`src/rhtc_pkg.sv`:
```
package rhtc_pkg;

    // field widths
    localparam int RH_W   = 12;
    localparam int T_W    = 14;
    localparam int TOUT_W = 12;
    localparam int HOUT_W = 10;

    // temperature: (t - 4500) / 10, truncated toward zero
    localparam logic signed [14:0] T_OFFSET    = 15'sd4500;
    localparam logic [15:0]        DIV10_RECIP = 16'd52429;
    localparam int                 DIV10_SHIFT = 19;

    // humidity polynomial, scaled by 10^6
    localparam logic signed [14:0] H_T_OFFSET = 15'sd7000;
    localparam logic [15:0]        H_BASE     = 16'd1000;
    localparam logic [30:0]        RH_GAIN    = 31'd405000;
    localparam logic signed [31:0] N_OFFSET   = 32'sd40000000;
    localparam logic signed [31:0] N_CEIL     = 32'sd1000000000;
    localparam logic signed [31:0] N_FLOOR    = 32'sd1000000;

    // n / 10^6 for 0 <= n < 2^30 as (n * ceil(2^50 / 10^6)) >> 50
    localparam logic [30:0] DIV_E6_RECIP = 31'd1125899907;
    localparam int          DIV_E6_SHIFT = 50;

    localparam logic [HOUT_W-1:0] HUMI_CEIL  = 10'd1000;
    localparam logic [HOUT_W-1:0] HUMI_FLOOR = 10'd1;

    typedef struct packed {
        logic [RH_W-1:0] raw_humidity;
        logic [T_W-1:0]  raw_temperature;
    } rhtc_in_t;

    typedef struct packed {
        logic signed [TOUT_W-1:0] temperature_tenths;
        logic [HOUT_W-1:0]        humidity_tenths;
    } rhtc_out_t;

    // after the products
    typedef struct packed {
        logic signed [31:0] lin_term;
        logic [28:0]        quad_term;
        logic [30:0]        rh_term;
        logic [T_W-1:0]     t_mag;
        logic               t_neg;
    } rhtc_prod_t;

    // after the sum and the temperature divide
    typedef struct packed {
        logic [29:0]              n_mag;
        logic                     n_high;
        logic                     n_low;
        logic signed [TOUT_W-1:0] temperature_tenths;
    } rhtc_sum_t;

endpackage

```
`src/rhtc_mult.sv`:
```
module rhtc_mult
    import rhtc_pkg::*;
(
    input  logic       clk,
    input  logic       rst_n,
    input  logic       valid,
    input  rhtc_in_t   sample,
    output logic       prod_valid,
    output rhtc_prod_t prod
);

    logic              valid_reg;
    rhtc_prod_t        prod_reg;
    rhtc_prod_t        prod_next;
    logic signed [14:0] dt;
    logic signed [14:0] dtemp;
    logic [15:0]        gain;
    logic [23:0]        rh_sq;

    always_comb
    begin
        dt    = $signed({1'b0, sample.raw_temperature}) - H_T_OFFSET;
        gain  = H_BASE + {1'b0, sample.raw_humidity, 3'b000};
        rh_sq = 24'(sample.raw_humidity) * 24'(sample.raw_humidity);
        dtemp = $signed({1'b0, sample.raw_temperature}) - T_OFFSET;

        prod_next.lin_term  = dt * $signed({1'b0, gain});
        // 28 * rh^2 as 32x - 4x
        prod_next.quad_term = {rh_sq, 5'b00000} - {3'b000, rh_sq, 2'b00};
        prod_next.rh_term   = 31'(sample.raw_humidity) * RH_GAIN;
        prod_next.t_neg     = dtemp[14];
        prod_next.t_mag     = dtemp[14] ? T_W'(-dtemp) : T_W'(dtemp);
    end

    always_ff @(posedge clk or negedge rst_n)
    begin
        if (!rst_n)
        begin
            valid_reg <= 1'b0;
        end
        else
        begin
            valid_reg <= valid;
        end
    end

    always_ff @(posedge clk)
    begin
        prod_reg <= prod_next;
    end

    assign prod_valid = valid_reg;
    assign prod       = prod_reg;

endmodule

```
`src/rhtc_sum.sv`:
```
module rhtc_sum
    import rhtc_pkg::*;
(
    input  logic       clk,
    input  logic       rst_n,
    input  logic       prod_valid,
    input  rhtc_prod_t prod,
    output logic       sum_valid,
    output rhtc_sum_t  sum
);

    logic               valid_reg;
    rhtc_sum_t          sum_reg;
    rhtc_sum_t          sum_next;
    logic signed [31:0] n;
    logic [29:0]        t_prod;
    logic [10:0]        t_quot;

    always_comb
    begin
        n = prod.lin_term
          - $signed({3'b000, prod.quad_term})
          + $signed({1'b0, prod.rh_term})
          - N_OFFSET;

        // divide by ten through the reciprocal
        t_prod = 30'(prod.t_mag) * 30'(DIV10_RECIP);
        t_quot = t_prod[29:DIV10_SHIFT];

        sum_next.n_mag  = n[29:0];
        sum_next.n_high = n > N_CEIL;
        sum_next.n_low  = n < N_FLOOR;
        sum_next.temperature_tenths = prod.t_neg ? -$signed({1'b0, t_quot})
                                                 :  $signed({1'b0, t_quot});
    end

    always_ff @(posedge clk or negedge rst_n)
    begin
        if (!rst_n)
        begin
            valid_reg <= 1'b0;
        end
        else
        begin
            valid_reg <= prod_valid;
        end
    end

    always_ff @(posedge clk)
    begin
        sum_reg <= sum_next;
    end

    assign sum_valid = valid_reg;
    assign sum       = sum_reg;

endmodule

```
`src/rhtc_scale.sv`:
```
module rhtc_scale
    import rhtc_pkg::*;
(
    input  logic      clk,
    input  logic      rst_n,
    input  logic      sum_valid,
    input  rhtc_sum_t sum,
    output logic      done,
    output rhtc_out_t result
);

    logic        done_reg;
    rhtc_out_t   result_reg;
    rhtc_out_t   result_next;
    logic [60:0] h_prod;
    logic [10:0] h_quot;

    always_comb
    begin
        h_prod = 61'(sum.n_mag) * 61'(DIV_E6_RECIP);
        h_quot = h_prod[60:DIV_E6_SHIFT];

        result_next.temperature_tenths = sum.temperature_tenths;
        if (sum.n_high)
        begin
            result_next.humidity_tenths = HUMI_CEIL;
        end
        else if (sum.n_low)
        begin
            result_next.humidity_tenths = HUMI_FLOOR;
        end
        else
        begin
            result_next.humidity_tenths = h_quot[HOUT_W-1:0];
        end
    end

    always_ff @(posedge clk or negedge rst_n)
    begin
        if (!rst_n)
        begin
            done_reg <= 1'b0;
        end
        else
        begin
            done_reg <= sum_valid;
        end
    end

    always_ff @(posedge clk)
    begin
        result_reg <= result_next;
    end

    assign done   = done_reg;
    assign result = result_reg;

endmodule

```
`src/humidity_temp_compensation.sv`:
```
// a transfer taken at an edge passes the input register, product stage, sum stage and
//   result register before its result strobes on done
// throughput: one transfer per clock; busy is always low and the pipeline never stalls
// the receiver cannot stall, so every result is shown for exactly one cycle
// reset: rst_n asynchronous active low, clears all valid bits; payload registers keep
//   whatever they hold and no result is shown until a new transfer comes through
module humidity_temp_compensation
    import rhtc_pkg::*;
(
    input  logic      clk,
    input  logic      rst_n,
    input  logic      start,
    output logic      busy,
    input  rhtc_in_t  sample,
    output logic      done,
    output rhtc_out_t result
);

    // input register
    logic       in_valid_reg;
    rhtc_in_t   in_reg;

    // stage links
    logic       prod_valid;
    rhtc_prod_t prod;
    logic       sum_valid;
    rhtc_sum_t  sum;

    // every stage moves forward each cycle, so a transfer is always taken
    assign busy = 1'b0;

    always_ff @(posedge clk or negedge rst_n)
    begin
        if (!rst_n)
        begin
            in_valid_reg <= 1'b0;
        end
        else
        begin
            in_valid_reg <= start && !busy;
        end
    end

    // payload captured unconditionally, the valid bit qualifies it
    always_ff @(posedge clk)
    begin
        in_reg <= sample;
    end

    // products: (t - 7000)(1000 + 8rh), 28rh^2, 405000rh and |t - 4500|
    rhtc_mult u_mult (
        .clk        (clk),
        .rst_n      (rst_n),
        .valid      (in_valid_reg),
        .sample     (in_reg),
        .prod_valid (prod_valid),
        .prod       (prod)
    );

    // polynomial sum with its clamp flags, and temperature divided by ten
    rhtc_sum u_sum (
        .clk        (clk),
        .rst_n      (rst_n),
        .prod_valid (prod_valid),
        .prod       (prod),
        .sum_valid  (sum_valid),
        .sum        (sum)
    );

    // humidity sum divided by 10^6 with clamp to 1..1000, into the result register
    rhtc_scale u_scale (
        .clk       (clk),
        .rst_n     (rst_n),
        .sum_valid (sum_valid),
        .sum       (sum),
        .done      (done),
        .result    (result)
    );

endmodule

```
`config.mk`:
```
export PLATFORM = sky130hd
export DESIGN_NAME = humidity_temp_compensation
export DESIGN_NICKNAME = d
export VERILOG_FILES = /design/src/rhtc_pkg.sv /design/src/rhtc_mult.sv /design/src/rhtc_sum.sv /design/src/rhtc_scale.sv /design/src/humidity_temp_compensation.sv
export SDC_FILE = /design/constraint.sdc
export NUM_CORES = 2
export LEC_CHECK = 0
export ABC_AREA = 1
export BUFFER_PORTS_ARGS = -buffer_cell sky130_fd_sc_hd__buf_2
export CAP_MARGIN = 20
export CORE_UTILIZATION = 43
export CTS_CLUSTER_DIAMETER = 50
export DETAILED_ROUTE_END_ITERATION = 7
export GPL_TIMING_DRIVEN = 0
export PLACE_DENSITY = 0.63
export SYNTH_ARGS = -nofsm -noshare
export SYNTH_HDL_FRONTEND = slang
export SYNTH_SLANG_ARGS = --single-unit
```
`constraint.sdc`:
```
create_clock -name clk -period 9.7 [get_ports clk]
set_clock_uncertainty 0.2 [all_clocks]
set_input_delay 0.97 -clock clk [delete_from_list [all_inputs] [get_ports clk]]
set_output_delay 0.97 -clock clk [all_outputs]
set_load 0.05 [all_outputs]
```
== Yosys cells after proc, flatten, opt, wreduce, memory -nomap -nowiden ==
Index checks and enable logic that the tools add are counted.

* Add/sub/neg operators: 9
* Reductions and logical operators: 1
* Magnitude comparators: 2
* Muxes and demuxes: 3
* $mul: 5
* Div/mod/pow operators: 0
* Shift-type cells: 0
* Equality and inequality tests: 0
* Bitwise logic cells: 0

{| class="wikitable"
|+ Operators by type and width
! kind !! count
|-
| $mul 30x31->60 const B || 1
|-
| $add 32x32->32 || 1
|-
| $gt 32x31->1 const B || 1
|-
| $lt 32x21->1 const B || 1
|-
| $mul 15x17->32 || 1
|-
| $sub 32x27->32 const B || 1
|-
| $sub 32x30->32 || 1
|-
| $mul 14x16->30 const B || 1
|-
| $sub 14x13->15 const B || 2
|-
| $sub 29x26->29 || 1
|-
| $mul 12x16->28 const B || 1
|-
| $mul 12x12->24 || 1
|-
| $add 10x15->16 const A || 1
|-
| $mux 14 || 1
|-
| $neg 14->14 || 1
|-
| $neg 11->12 || 1
|-
| $mux 11 || 1
|-
| $mux 10 || 1
|-
| $reduce_or 2->1 || 1
|}

* Output and inout port bits: 24
* Bits in latches: 0
* Logic and storage cells: 39
* Input port bits: 29
* Memories: 0
* Bits in read-only memories: 0
* RAM bits: 0
* Flip-flop bits (word level): 200

== Logic depth before layout (Yosys ltp) ==
* Word-level depth: 4
* Mapped depth: 35
* Mapped depth without buffers: 35

== By module ==
Synthesis repeated with hierarchy kept, for this count alone.

* Cell total of the unflattened synthesis: 5489
* Area total of the unflattened synthesis: 43525.5 µm²

{| class="wikitable"
|+ By module, submodules not included
! module !! instances !! area an instance (µm²) !! cells each
|-
| rhtc_mult || 1 || 18006.0 || 2214
|-
| rhtc_scale || 1 || 15735.1 || 1896
|-
| rhtc_sum || 1 || 9227.6 || 1350
|-
| humidity_temp_compensation || 1 || 556.8 || 29
|}

== Least setup slack after synthesis ==
OpenSTA, ideal clock, no wires.

* Path kind: register to register
* From: reg in_reg[20] (netlist bit)
* To: reg u_mult.prod_reg, in the netlist u_mult.prod[100]
* Library setup time: 0.127 ns
* Slack: 2.644 ns
* Data arrival time: 6.729 ns
* Cell stages (with the launch flop): 30
* Required time: 9.373 ns
* Buffers on the path: 2
* Clock period less this slack: 7.056 ns
* Path through: dfxtp_1 -> clkbuf_1 -> inv_1 -> ha_1 -> a21oi_1 -> nor2_1 -> xor2_1 -> clkbuf_1 -> nand2_1 -> fa_1 -> fa_1 -> inv_1 -> fa_1 -> inv_1 -> fa_1 -> inv_1 -> fa_1 -> inv_1 -> fa_1 -> inv_1 -> ha_1 -> nand2_1 -> o21ai_0 -> a21oi_1 -> inv_1 -> a21oi_1 -> inv_1 -> a21oi_1 -> o21ai_0 -> xor2_1

{| class="wikitable"
|+ RTL lines
! what !! RTL line !! text
|-
| start, declared || humidity_temp_compensation.sv:21 || <nowiki>rhtc_in_t in_reg;</nowiki>
|-
| start signal, assigned || humidity_temp_compensation.sv:47 || <nowiki>in_reg <= sample;</nowiki>
|-
| end signal, assigned || rhtc_mult.sv:49 || <nowiki>prod_reg <= prod_next;</nowiki>
|-
| end, declared || rhtc_mult.sv:13 || <nowiki>rhtc_prod_t prod_reg;</nowiki>
|}

==> metrics.json <==
{
  "synth": {
    "synth.top_cell.area_share": 0.312,
    "synth_async_sr_flop_share": 0.0209,
    "yosys.area.top_type": "sky130_fd_sc_hd__fa_1",
    "synth_cell_type_count": 49,
    "ys_seq_elements": 191,
    "synth.net_count": 6321,
    "synthesis.area_per_instance_um2": 8.33,
    "synth_top_flop_cell": "sky130_fd_sc_hd__dfxtp_1",
    "synth.cell_area_um2": 40600,
    "synth_cells": 4877,
    "synthesis.yosys.warnings": 0,
    "yosysSeqAreaShare": 0.0947,
    "synth.area.top_cells": "sky130_fd_sc_hd__fa_1, sky130_fd_sc_hd__ha_1, sky130_fd_sc_hd__inv_1",
    "number_of_flops_mapped_to_enable_cells_by_yosys": 0
  },
  "grt": {
    "gr_overflow_total": 0,
    "antenna_violations_before_repair": 4,
    "grt_max_degree": 23,
    "grt_first_pass_wirelength_um": 168000,
    "groute.usage.overall": 0.230,
    "first_global_vias": 31000
  },
  "clock_tree": {
    "cts.sink_count": 191,
    "clk_root_buffer_cell": "sky130_fd_sc_hd__clkbuf_16",
    "post_cts_buffers": 0,
    "cts_made_buffers": 17,
    "cts_tree": "yes",
    "cts_htree_levels": 4,
    "ctsLongestPathBuffers": 2,
    "clk_pin_slew_worst_paths_ns": 0.09,
    "clk-insertion-delay-late_ns": 0.52,
    "post_cts_hold_buffer_count": 0,
    "post_cts_resize_count": 0
  },
  "critical_path": {
    "worstSetupEndpointType": "flip-flop",
    "critPathTopFamily": "adder cells",
    "crit_path_start_kind": "flip-flop",
    "timing.critical_path.arrival_ns": 8.97,
    "crit_required_ns": 9.90,
    "worst-path-buf-inv": 9,
    "worstPathMaxFanout": 10,
    "crit_type": "reg2reg",
    "max_stage_delay_ns": 0.89,
    "r2r_slack_ns": 0.93,
    "cpMaxStageDelayCell": "sky130_fd_sc_hd__xor2_1",
    "cpMostUsedCell": "sky130_fd_sc_hd__inv_1"
  },
  "route": {
    "drt.antenna.violating_nets": 0,
    "drt_wl_total_um": 107000,
    "route.detailed.wl_per_inst_um": 17.1,
    "dr.pass1.iters": 6,
    "drt-vias-per-instance": 4.89,
    "via_count": 30400,
    "dr.first_iter.drc_count": 1698,
    "drc": 0
  },
  "cells_and_area": {
    "mostFrequentLayoutCell": "sky130_fd_sc_hd__inv_1",
    "area_growth_pct": 6.05,
    "largest_register_ffs": 97,
    "nets": 6392,
    "layout-drive-gt1-share": 0.0327,
    "layout.cells.most_common_list": "sky130_fd_sc_hd__inv_1, sky130_fd_sc_hd__ha_1, sky130_fd_sc_hd__nand2_1"
  },
  "sta": {
    "finalSetupTns_ns": 0,
    "hold_slack_ns": 0.0441,
    "final_max_slew_viol_count": 0,
    "setup_ws_ns": 0.928,
    "maxClockFrequency_mhz": 114,
    "rsz0062_at_grt": "no",
    "max_slew.worst_pin.slew_ns": 1.14,
    "finalHoldViolCount": 0,
    "timing.final.crit_share": 0.904,
    "max_slew_margin": 0.240,
    "setup_viol": 0,
    "timing.final.crit_period_ns": 8.77
  },
  "die": {
    "rows": 112,
    "die_h_um": 309,
    "die_area_um2": 95700,
    "floorplan.die.width_um": 309,
    "coreArea_um2": 93500,
    "io_pins": 53,
    "initial_core_util": 0.434
  },
  "job": {
    "maxCapViolations": 0
  },
  "worst_hold_path": {
    "hold_class": "in2async"
  },
  "placement": {
    "port-buffer-count": 51,
    "hpwl_um": 95300,
    "gp_congestion": 0.950,
    "preCtsSetupSlack_ns": 0.798
  },
  "outcome": {
    "run_status": "finished clean"
  }
}
==> cells by family (layout without fill, tap and decap cells) <==
family	count (synthesis)	count (layout)	synth area share
buf+inv	1398	1482	0.130
flops	191	191	0.0947
other cells	1	3	0.0000924
compound gates	388	388	0.0534
xor+xnor	151	151	0.0329
fa+ha+maj	1415	1415	0.553
simple gates	1333	1333	0.136
==> worst paths after layout <==
check                                           start                          end  depth (start not counted)
min in group clk                u_sum.sum[10]$_DFF_P_   u_scale.result[20]$_DFF_P_                          0
worst max-delay path               in_reg[20]$_DFF_P_     u_mult.prod[100]$_DFF_P_                         27
worst max register to register     in_reg[20]$_DFF_P_     u_mult.prod[100]$_DFF_P_                         27
max in group asynchronous                       rst_n  u_mult.prod_valid$_DFF_PN0_                          1
worst min register to register  u_sum.sum[10]$_DFF_P_   u_scale.result[20]$_DFF_P_                          0
worst min-delay path                            rst_n       u_scale.done$_DFF_PN0_                          1
==> layout make-up <==
class,count,area [um2]
clock buffer,17,425
clock inverter,15,196
sequential,191,3840
multi-input combinational,3288,31500
antenna,2,5.00
timing repair buffer,52,263
tap,1254,1570
inverter,1370,5140
buffer,28,123
fill,9265,50400
==> cells in the mapped netlist (4+ instances only) <==
cell	n
sky130_fd_sc_hd__o221ai_1	4
sky130_fd_sc_hd__o211ai_1	10
sky130_fd_sc_hd__nor3_1	27
sky130_fd_sc_hd__clkinv_1	8
sky130_fd_sc_hd__nand3b_1	11
sky130_fd_sc_hd__nand2_1	759
sky130_fd_sc_hd__or2_2	13
sky130_fd_sc_hd__dfrtp_1	4
sky130_fd_sc_hd__buf_4	4
sky130_fd_sc_hd__nand3_2	6
sky130_fd_sc_hd__ha_1	783
sky130_fd_sc_hd__and2_1	5
sky130_fd_sc_hd__nor2_1	314
sky130_fd_sc_hd__o21ai_0	100
sky130_fd_sc_hd__a21o_1	16
sky130_fd_sc_hd__a21oi_1	191
sky130_fd_sc_hd__nand3_1	114
sky130_fd_sc_hd__a21boi_0	5
sky130_fd_sc_hd__nand4_1	34
sky130_fd_sc_hd__clkbuf_1	22
sky130_fd_sc_hd__nor3_2	6
sky130_fd_sc_hd__a31oi_1	11
sky130_fd_sc_hd__xnor2_1	50
sky130_fd_sc_hd__nor4_1	12
sky130_fd_sc_hd__nor2_2	14
sky130_fd_sc_hd__dfxtp_1	187
sky130_fd_sc_hd__inv_2	8
sky130_fd_sc_hd__o31ai_1	4
sky130_fd_sc_hd__fa_1	632
sky130_fd_sc_hd__o21bai_1	8
sky130_fd_sc_hd__o21a_1	12
sky130_fd_sc_hd__o21ai_1	12
sky130_fd_sc_hd__xor2_1	99
sky130_fd_sc_hd__inv_1	1354
sky130_fd_sc_hd__nand2_2	15
==> per-layer routing <==
metal  global-route usage  routed length, um  vias up
li1                     -                  -    14900
met1                0.307              47600    14600
met2                0.380              49700      767
met3               0.0354               5620      134
met4               0.0794               3530        2
met5                    0                 10        -
==> through the flow <==
step,utilization,instance area [um2],cells
6_report,0.461,43100,6217
5_1_grt,0.461,43100,6215
4_1_cts,0.461,43100,6214
3_5_place_dp,0.454,42400,6182
3_3_place_gp,0.454,42400,6182
2_1_floorplan,-,40600,4877
Power is not shown: default switching activity piles up to over one toggle a cycle in this logic, so the estimate is an artifact.
